**src/hdl/cell_to_vertex_average_3d_core_macros.svh**
```systemverilog
// Assertion shorthands shared by the RTL.
`ifndef CELL_TO_VERTEX_AVERAGE_3D_CORE_MACROS_SVH
`define CELL_TO_VERTEX_AVERAGE_3D_CORE_MACROS_SVH

// cond implies cons in the same cycle
`define CVA_IMPLIES(lbl, clk_s, rstn_s, cond, cons) \
	lbl: assert property (@(posedge clk_s) disable iff (!rstn_s) (cond) |-> (cons)) \
		else $error("same-cycle check failed");

// cond implies cons in the next cycle
`define CVA_NEXT(lbl, clk_s, rstn_s, cond, cons) \
	lbl: assert property (@(posedge clk_s) disable iff (!rstn_s) (cond) |=> (cons)) \
		else $error("next-cycle check failed");

// cond never holds
`define CVA_NEVER(lbl, clk_s, rstn_s, cond) \
	lbl: assert property (@(posedge clk_s) disable iff (!rstn_s) !(cond)) \
		else $error("forbidden condition seen");

`endif

```
**src/hdl/cva_fifo.sv**
```systemverilog
module cva_fifo #(
	parameter int unsigned WIDTH = 8,
	parameter int unsigned DEPTH = 2
) (
	input  logic             clk,
	input  logic             arst_n,
	input  logic             push,
	input  logic [WIDTH-1:0] wdata,
	output logic             full,
	input  logic             pop,
	output logic [WIDTH-1:0] rdata,
	output logic             empty
);

	localparam int unsigned PTR_W = (DEPTH > 1) ? $clog2(DEPTH) : 1;
	localparam int unsigned CNT_W = $clog2(DEPTH + 1);

	logic [WIDTH-1:0] mem [DEPTH];
	logic [PTR_W-1:0] wr_ptr_q;
	logic [PTR_W-1:0] rd_ptr_q;
	logic [CNT_W-1:0] cnt_q;

	function automatic logic [PTR_W-1:0] ptr_next(logic [PTR_W-1:0] p);
		if (p == PTR_W'(DEPTH - 1)) begin
			return '0;
		end
		return p + PTR_W'(1);
	endfunction

	assign full  = (cnt_q == CNT_W'(DEPTH));
	assign empty = (cnt_q == '0);
	assign rdata = mem[rd_ptr_q];

	always_ff @(posedge clk or negedge arst_n) begin
		if (!arst_n) begin
			wr_ptr_q <= '0;
			rd_ptr_q <= '0;
			cnt_q    <= '0;
		end else begin
			if (push) begin
				wr_ptr_q <= ptr_next(wr_ptr_q);
			end
			if (pop) begin
				rd_ptr_q <= ptr_next(rd_ptr_q);
			end
			if (push && !pop) begin
				cnt_q <= cnt_q + CNT_W'(1);
			end else if (pop && !push) begin
				cnt_q <= cnt_q - CNT_W'(1);
			end
		end
	end

	always_ff @(posedge clk) begin
		if (push) begin
			mem[wr_ptr_q] <= wdata;
		end
	end

endmodule

```
**config.mk**
```make
export PLATFORM = sky130hd
export DESIGN_NAME = cva_fifo
export DESIGN_NICKNAME = d
export VERILOG_FILES = /design/src/hdl/cell_to_vertex_average_3d_core_macros.svh /design/src/hdl/cva_fifo.sv
export SDC_FILE = /design/constraint.sdc
export NUM_CORES = 1
export LEC_CHECK = 0
export BUFFER_PORTS_ARGS = -buffer_cell sky130_fd_sc_hd__buf_2
export CORE_UTILIZATION = 35
export CTS_CLUSTER_DIAMETER = 60
export CTS_CLUSTER_SIZE = 24
export DETAILED_ROUTE_END_ITERATION = 10
export GPL_TIMING_DRIVEN = 0
export HOLD_SLACK_MARGIN = 0.08
export PLACE_DENSITY = 0.61
export SLEW_MARGIN = 20
export SYNTH_ARGS = -nofsm -noshare
export SYNTH_HDL_FRONTEND = slang
export SYNTH_SLANG_ARGS = --single-unit
```
**constraint.sdc**
```tcl
create_clock -name clk -period 2.85 [get_ports clk]
set_clock_uncertainty 0.15 [all_clocks]
set_input_delay 0.57 -clock clk [delete_from_list [all_inputs] [get_ports clk]]
set_output_delay 0.57 -clock clk [all_outputs]
set_load 0.05 [all_outputs]
```
==> reports/metrics.csv, run 1 <==
metric,value,unit
status,"finished, final reports clean",
synth_edf_count,16,
ys.flop_type,edfxtp_1,
power_density,1080,mW/mm²
p_sw_share,42.2,%
drt-pass1-iter-count,1,
rsz0062_at_grt,no,
grt_max_degree,12,
clock_latency,0.29,ns
coreArea,0.00202,mm²
mappedNetlistNets,54,
hpwl,740,µm
fillCellCount,189,
critPathArrivalTime,1.33,ns
synthCells,41,
htreeDepth,1,
p_clk_share,12.5,%
synthTopCellsByCount,"16 x edfxtp_1, 8 x mux2_2, 4 x dfrtp_1, 4 x xor2_1, 2 x nor2_1",
nets,81,
ir_drop,0.506,mV
internal_power,591,µW
antenna_found_initial,0,
power_frac_comb,45.4,%
relSlewSlack,53.3,%
synth-seq-area-share,75.3,%
crit_path_start,rd_ptr_q$_DFFE_PN0P_,
initial_core_util,38.1,%
die_h,48.9,µm
die_w,48.9,µm
synthMostInstantiatedCell,edfxtp_1,
grt_overflow,0,
slew_viol_final,0,
r2r-start,wr_ptr_q$_DFFE_PN0P_,
layout-drive-gt1-share,50.7,%
hp-start,wdata[3],
grt_pass1_vias,395,
seq_area,581,µm²
cts_num_sinks,20,
startpoint_type,flip-flop,
worst_slew_pin_slew,0.699,ns
max_cap_violations,0,
synth_area,771,µm²
fmax,488,MHz
rows,16,
grt_pass1_wl,1.61,mm
numCtsBuffers,3,
n_antenna_cell,0,
drt-total-wl,1.02,mm
yosys_warnings,0,
postRouteAntennaNets,0,
hold_violations,0,
dp.cells,89,
via_count,402,
p_leak,0.386,nW
stdcell_count,94,
synthDistinctLibCells,12,
fin_crit,2.05,ns
path_max_fanout,9,
worst-setup-path-type,flip-flop to output port,
io_pins,22,
gp_congestion,0.623,
dieArea,0.00239,mm²
ys_ff_latch,20,
yosys.area.top_type_share,62.3,%
holdWs,0.312,ns
ys_async_sr_fraction,20.0,%
worst_setup_path_end_kind,output port,
critPathRequiredTime,2.13,ns
fin_crit_sh,71.8,%
p_seq_share,42.1,%
vias_per_cell,4.28,
cts_tree,yes,
first_iter_violations,0,
clk_path_buf_depth,2,
synth_top_cell_by_area,edfxtp_1,
power_switching,431,µW
tns,0,ns
clk_pin_slew,0.10,ns
syn2layout_area_growth,22.7,%
hold_class,primary input to flip-flop,
finalSetupViolCount,0,
grt_usage,9.48,%
root_buffer,clkbuf_4,
multiInputGateArea,175,µm²
synth_top_cells_by_area,"edfxtp_1 62%, dfrtp_1 13%, mux2_2 12%, xor2_1 4.5%, ha_1 1.6%",
drc,0,
syn_area_per_cell,18.8,µm²
drt-wirelength-per-cell,10.9,µm
port_buffers,21,
## metrics by stage
stage	utilization, %	power, mW	cell area, µm²	setup slack (ns)
CTS	46.8	1.04	946	0.766
global route	46.8	1.07	946	0.740
floorplan	-	0.814	771	1.07
finish	46.8	1.02	946	0.803
global placement	45.0	0.902	910	1.01
detailed placement	45.0	0.906	910	1.02
## critical path, stage by stage (launching register included)
cell	delay, ns
dfrtp_1	0.35
buf_6	0.14
mux2_2	0.34
buf_2	0.21
## cells in the final DEF, fill, tap and decap left out
cell type      count
ha_1               1
and2_1             1
and2b_2            1
xor2_1             4
nor2b_1            1
dlygate4sd3_1      1
buf_2             21
nor2_1             2
clkbuf_4           3
mux2_2             8
inv_1              1
xnor2_1            1
dfrtp_1            4
edfxtp_1          16
buf_6              1
clkinv_1           1
## logic make-up after synthesis
| group | share of synthesized area, % |
|---|---|
| DFF | 75.3 |
| xor gates and xnor gates | 5.68 |
| buffers and inverters | 1.95 |
| and+or+nand+nor | 3.74 |
| muxes | 11.7 |
| adders and majority gates | 1.62 |
## repair_timing
action	in CTS	in global routing
hold buffers	1	0
gates resized for setup	0	0
buffers inserted	0	0
endpoints found under the hold margin	4	0
## final timing paths
path                                        end  slack (ns)  depth (start not counted)
max in group asynchronous  rd_ptr_q$_DFFE_PN0P_        1.98                          2
min reg2reg                cnt_q[1]$_DFFE_PN0P_        0.35                          1
max                                    rdata[4]        0.80                          3
min                         mem[1][3]$_DFFE_PP_        0.31                          1
max reg2reg                 mem[0][5]$_DFFE_PP_        1.37                          1
min in group asynchronous  cnt_q[0]$_DFFE_PN0P_        0.45                          2
## layer usage
metal  part of all wire (%)  wire [µm]  global-route usage (%)
met5                      0          0                       0
met4                      0          0                    5.88
met3                    4.0         41                    2.80
met2                     54        548                    16.7
met1                     42        430                    9.82
## flip-flops by register name, summed over array words and instances, names as in the netlist
register and cells:
mem 16, cnt_q 2, rd_ptr_q 1, wr_ptr_q 1
## power groups by stage
stage,clock [mW],sequential (mW),combinational [mW]
floorplan,0,0.429,0.385
global placement,0,0.434,0.468
detailed placement,0,0.438,0.468
CTS,0.136,0.431,0.473
global route,0.145,0.438,0.489
finish,0.128,0.430,0.464
## layout make-up
| type | instances | share of cell area, % |
|---|---|---|
| Sequential cell | 20 | 61.4 |
| Multi-Input combinational cell | 19 | 18.5 |
| Clock buffer | 3 | 2.38 |
| Timing Repair Buffer | 22 | 12.2 |
| Clock inverter | 1 | 0.397 |
| Tap cell | 27 | 3.57 |
| Inverter | 1 | 0.397 |
| Buffer | 1 | 1.19 |
No activity file was read; power rests on OpenSTA's default activity.
==> inputs of run 2 (changes only) <==
==> constraint.sdc (replaced) <==
create_clock -name clk -period 1.9 [get_ports clk]
set_clock_uncertainty 0.15 [all_clocks]
set_input_delay 0.38 -clock clk [delete_from_list [all_inputs] [get_ports clk]]
set_output_delay 0.38 -clock clk [all_outputs]
set_load 0.05 [all_outputs]
==> run 2 against run 1 <==
Net effect:
- non-clock buffer count unchanged
- power rose by 55%
- sequential power up 50%
- die area is the same
- setup slack got worse by 0.74 ns
- global-route usage is the same
==> reports/metrics.csv, run 2 (synthesis results as in run 1) <==
metric,value,unit
status,"finished, final reports clean",
critPathRequiredTime,1.37,ns
fin_crit,1.84,ns
top_layer_used,met3,
syn2layout_area_growth,25.8,%
max_cap_violations,0,
drt-total-wl,1.02,mm
coreArea,0.00202,mm²
drt-met1-wl,424,µm
initial_core_util,38.1,%
cts_setup_buffers,0,
clk_pin_slew,0.10,ns
rows,16,
hold_violations,0,
worst_slew_pin_slew,0.698,ns
max_stage_delay,0.35,ns
critPathArrivalTime,1.31,ns
fmax,544,MHz
first_iter_violations,0,
path_max_fanout,9,
antenna_found_initial,0,
dieArea,0.00239,mm²
nets,81,
setup_ws,0.0626,ns
top_register,mem,
wl_met3,44,µm
die_h,48.9,µm
rsz0062_at_grt,no,
gp_congestion,0.623,
drt-pass1-iter-count,1,
cpMaxStageDelayCell,dfrtp_1,
root_buffer,clkbuf_4,
ir_drop,0.772,mV
io_pins,22,
clk_path_buf_depth,2,
vias_per_cell,4.28,
drt-wirelength-per-cell,10.9,µm
multiInputGateArea,175,µm²
grt_max_degree,12,
numCtsBuffers,3,
worstPathCellList,"buf_6, mux2_2, buf_4",
htreeDepth,1,
grt_pass1_wl,1.61,mm
die_w,48.9,µm
n_antenna_cell,0,
largest_register_ffs,16,
fillCellCount,188,
most-common-layout-cells,"16 x edfxtp_1, 13 x buf_2, 8 x mux2_2, 7 x buf_4",
tns,0,ns
hold_class,primary input to flip-flop,
seq_area,581,µm²
wl_met2,552,µm
fin_crit_sh,96.7,%
via_count,402,
cts_num_sinks,20,
final_common_cell,edfxtp_1,
relSlewSlack,53.4,%
hpwl,740,µm
grt_pass1_vias,395,
finalSetupViolCount,0,
p_leak,0.394,nW
postRouteAntennaNets,0,
slew_viol_final,0,
power_density,1640,mW/mm²
port_buffers,21,
clock_latency,0.29,ns
cts_tree,yes,
dpl_worst_slack,0.265,ns
grt_usage,9.48,%
reg.largest.list,"mem: 16 flops, cnt_q: 2 flops",
worst_setup_path_end_kind,output port,
layout-drive-gt1-share,50.7,%
grt_overflow,0,
drc,0,
worst-setup-path-type,flip-flop to output port,
startpoint_type,flip-flop,
[run 2: changes by cell type in the layout (fill, tap and decap cells not counted)]
cell	previous run	this run
buf_2	21	13
buf_4	0	7
buf_6	1	2
[run 2: worst paths after layout]
| path | start | end | slack, ns | cells after the start |
|---|---|---|---|---|
| setup / recovery | rd_ptr_q$_DFFE_PN0P_ | rdata[2] | 0.06 | 3 |
| hold / removal | wdata[3] | mem[1][3]$_DFFE_PP_ | 0.12 | 1 |
| setup reg to reg | wr_ptr_q$_DFFE_PN0P_ | mem[0][5]$_DFFE_PP_ | 0.42 | 1 |
| hold reg to reg | cnt_q[1]$_DFFE_PN0P_ | cnt_q[1]$_DFFE_PN0P_ | 0.35 | 1 |
| max in group asynchronous | arst_n | rd_ptr_q$_DFFE_PN0P_ | 1.22 | 2 |
| min in group asynchronous | arst_n | cnt_q[0]$_DFFE_PN0P_ | 0.26 | 2 |
[run 2: critical path, delay by kind of cell (launching register included)]
kind | cells | cell delay (ns)
DFF | 1 | 0.35
muxes | 1 | 0.34
buffers and inverters | 2 | 0.33
[run 2: per-stage QoR]
stage | util, % | instance area, µm² | hold slack (ns) | cells | power (mW)
after floorplan | - | 771 | -0.0656 | 41 | 1.22
after global placement | 45.0 | 910 | 0.0418 | 89 | 1.35
after detailed placement | 45.0 | 910 | 0.0420 | 89 | 1.36
after CTS | 46.8 | 946 | 0.108 | 94 | 1.56
after global routing | 48.0 | 970 | 0.102 | 94 | 1.66
final | 48.0 | 970 | 0.122 | 94 | 1.59
[run 2: timing repair]
item,4_1_cts,5_1_grt
gates resized for setup,0,17
setup endpoints to repair,0,8
endpoints found under the hold margin,4,0
hold buffers,1,0
[run 2: area by class of cell]
class                      instances  area share, %
multi-input combinational         19           18.1
timing repair buffer              22           14.3
sequential                        20           59.9
clock inverter                     1          0.387
tap                               27           3.48
inverter                           1          0.387
clock buffer                       3           2.32
buffer                             1           1.16
[run 2: power by group]
part | leakage (nW) | internal (mW) | switching [mW]
Sequential | 0.197 | 0.596 | 0.0496
Clock | 0.0154 | 0.0763 | 0.116
Combinational | 0.182 | 0.262 | 0.487
[run 2: layer usage]
layer	GRT usage, %	up-vias
met2	16.7	12
li1	-	199
met3	2.80	0
met1	9.82	191
met5	0	-
met4	5.88	0
==> inputs of run 3 (changes only) <==
--- a/config.mk
+++ b/config.mk
@@ -5,14 +5,16 @@
 export SDC_FILE = /design/constraint.sdc
 export NUM_CORES = 1
 export LEC_CHECK = 0
+export ABC_AREA = 1
 export BUFFER_PORTS_ARGS = -buffer_cell sky130_fd_sc_hd__buf_2
+export CAP_MARGIN = 10
 export CORE_UTILIZATION = 35
 export CTS_CLUSTER_DIAMETER = 60
 export CTS_CLUSTER_SIZE = 24
 export DETAILED_ROUTE_END_ITERATION = 10
 export GPL_TIMING_DRIVEN = 0
 export HOLD_SLACK_MARGIN = 0.08
-export PLACE_DENSITY = 0.61
+export PLACE_DENSITY = 0.6
 export SLEW_MARGIN = 20
 export SYNTH_ARGS = -nofsm -noshare
 export SYNTH_HDL_FRONTEND = slang
==> run 3 against run 2 <==
Net effect:
- first-iteration DRC count increased by 2
- critical endpoint is now rdata[3]
- setup slack got worse by 0.021 ns
- power increased by 17%
- largest cell class unchanged
- highest routed layer is now met4
- synthesized area increased by 6.2%
- non-clock buffer count unchanged
- combinational power increased by 15%
==> reports/metrics.csv, run 3 <==
metric,value,unit
max_stage_delay,0.40,ns
top_register,mem,
yosys_warnings,0,
drt-pass1-iter-count,4,
n_antenna_cell,0,
synthTopCellsByCount,"16 x edfxtp_1, 8 x mux2_4, 7 x inv_1, 5 x nand2_1, 4 x dfrtp_1",
coreArea,0.00221,mm²
clk_pin_slew,0.12,ns
cts_tree,yes,
grt_overflow,0,
clk_path_buf_depth,2,
dieArea,0.00254,mm²
die_w,50.4,µm
clock_latency,0.29,ns
relSlewSlack,51.0,%
rows,17,
via_count,451,
final_common_cell,edfxtp_1,
multiInputGateArea,200,µm²
fmax,538,MHz
rsz0062_at_grt,no,
hold_class,primary input to flip-flop,
reg.largest.list,"mem: 16 flops, cnt_q: 2 flops",
power_frac_comb,46.5,%
gp_congestion,0.745,
synth-seq-area-share,70.9,%
p_clk_share,18.4,%
tns,0,ns
ys_async_sr_fraction,20.0,%
synthDistinctLibCells,12,
cts_num_sinks,20,
seq_area,581,µm²
ys.flop_type,edfxtp_1,
grt_usage,11.0,%
mappedNetlistNets,63,
layout-drive-gt1-share,44.7,%
setup_ws,0.0416,ns
cpMaxStageDelayCell,dfrtp_1,
hold_violations,0,
synth_top_cells_by_area,"edfxtp_1 59%, mux2_4 15%, dfrtp_1 12%, inv_1 3.2%, nand2_1 2.3%",
synthMostInstantiatedCell,edfxtp_1,
ir_drop,0.692,mV
postRouteAntennaNets,0,
synthCells,50,
drc,0,
die_h,50.4,µm
cts_setup_buffers,0,
worst-setup-path-type,flip-flop to output port,
post-route-util,48.2,%
startpoint_type,flip-flop,
status,"finished, final reports clean",
path_max_fanout,9,
ys_ff_latch,20,
finalSetupViolCount,0,
p_seq_share,35.1,%
grt_pass1_wl,1.96,mm
dpl_worst_slack,0.267,ns
design_power_total,1.86,mW
grt_pass1_vias,457,
root_buffer,clkbuf_4,
nets,90,
fin_crit,1.86,ns
yosys.area.top_type_share,58.7,%
fillCellCount,201,
slew_viol_final,0,
synth_area,818,µm²
synth_edf_count,16,
first_iter_violations,2,
port_buffers,21,
htreeDepth,1,
synth_top_cell_by_area,edfxtp_1,
worst_setup_path_end_kind,output port,
fin_crit_sh,97.8,%
syn2layout_area_growth,30.4,%
power_density,1740,mW/mm²
critPathArrivalTime,1.33,ns
power_switching,712,µW
most-common-layout-cells,"16 x edfxtp_1, 13 x buf_2, 8 x mux2_4, 7 x inv_1, 6 x buf_6",
numCtsBuffers,3,
largest_register_ffs,16,
drt-total-wl,1.21,mm
io_pins,22,
grt_max_degree,13,
p_leak,0.479,nW
holdWs,0.107,ns
antenna_found_initial,0,
vias_per_cell,4.34,
worstPathCellList,"buf_8, mux2_4, buf_4",
max_cap_violations,0,
p_sw_share,38.4,%
drt-wirelength-per-cell,11.7,µm
critPathRequiredTime,1.37,ns
syn_area_per_cell,16.4,µm²
worst_slew_pin_slew,0.732,ns
internal_power,1.14,mW
initial_core_util,37.0,%
==> run 3: critical path, delay by kind of cell, from the launching register on <==
kind | cells | cell delay (ns)
buffers and inverters | 2 | 0.35
DFF | 1 | 0.40
muxes | 1 | 0.29
==> run 3: final cells by class <==
cell class / instances / area share [%]
Buffer: 1 / 1.41
Clock buffer: 3 / 2.11
Clock inverter: 1 / 2.81
Inverter: 7 / 2.46
Multi-Input combinational cell: 22 / 18.8
Sequential cell: 20 / 54.4
Tap cell: 28 / 3.28
Timing Repair Buffer: 22 / 14.8
==> run 3: final timing paths <==
path / start / to / slack [ns] / cells after the start
worst max-delay path: rd_ptr_q$_DFFE_PN0P_ / rdata[3] / 0.04 / 3
worst min-delay path: wdata[4] / mem[0][4]$_DFFE_PP_ / 0.11 / 1
max in group asynchronous: arst_n / rd_ptr_q$_DFFE_PN0P_ / 1.22 / 2
min in group asynchronous: arst_n / cnt_q[1]$_DFFE_PN0P_ / 0.26 / 2
worst max register to register: wr_ptr_q$_DFFE_PN0P_ / mem[0][0]$_DFFE_PP_ / 0.39 / 1
worst min register to register: wr_ptr_q$_DFFE_PN0P_ / wr_ptr_q$_DFFE_PN0P_ / 0.35 / 1
==> run 3: per-stage QoR <==
step                      std cells  cell area (µm²)
after detailed placement         99              958
after global routing            104             1070
after floorplan                  50              818
after CTS                       104             1020
after global placement           99              958
final                           104             1070
==> run 3: power by group through the flow <==
stage	sequential (mW)	clock, mW	combinational (mW)
6_report	0.651	0.342	0.862
3_5_place_dp	0.660	0	0.771
5_1_grt	0.664	0.365	0.911
2_1_floorplan	0.645	0	0.644
4_1_cts	0.650	0.352	0.773
3_3_place_gp	0.652	0	0.765
==> run 3: logic make-up (layout without fill, tap and decap cells) <==
logic type / count (synthesis) / after routing / synth area share [%]
multiplexers: 8 / 8 / 14.7
flip-flops: 20 / 20 / 70.9
XOR/XNOR: 3 / 3 / 3.21
buffers and inverters: 8 / 34 / 4.59
adder cells (fa/ha/maj): 1 / 1 / 1.53
AND/OR/NAND/NOR: 10 / 10 / 5.05
==> run 3: repair_timing <==
action	CTS	global route
resized for setup	0	23
hold endpoints to repair	4	0
setup endpoints to repair	0	8
hold buffers	1	0
==> run 3: layer usage <==
| metal | up-vias | GRT usage, % | routed length, µm |
|---|---|---|---|
| li1 | 226 | - | - |
| met1 | 212 | 12.2 | 486 |
| met2 | 11 | 19.6 | 674 |
| met3 | 2 | 0.909 | 32 |
| met4 | 0 | 8.33 | 19 |
| met5 | - | 0 | 0 |
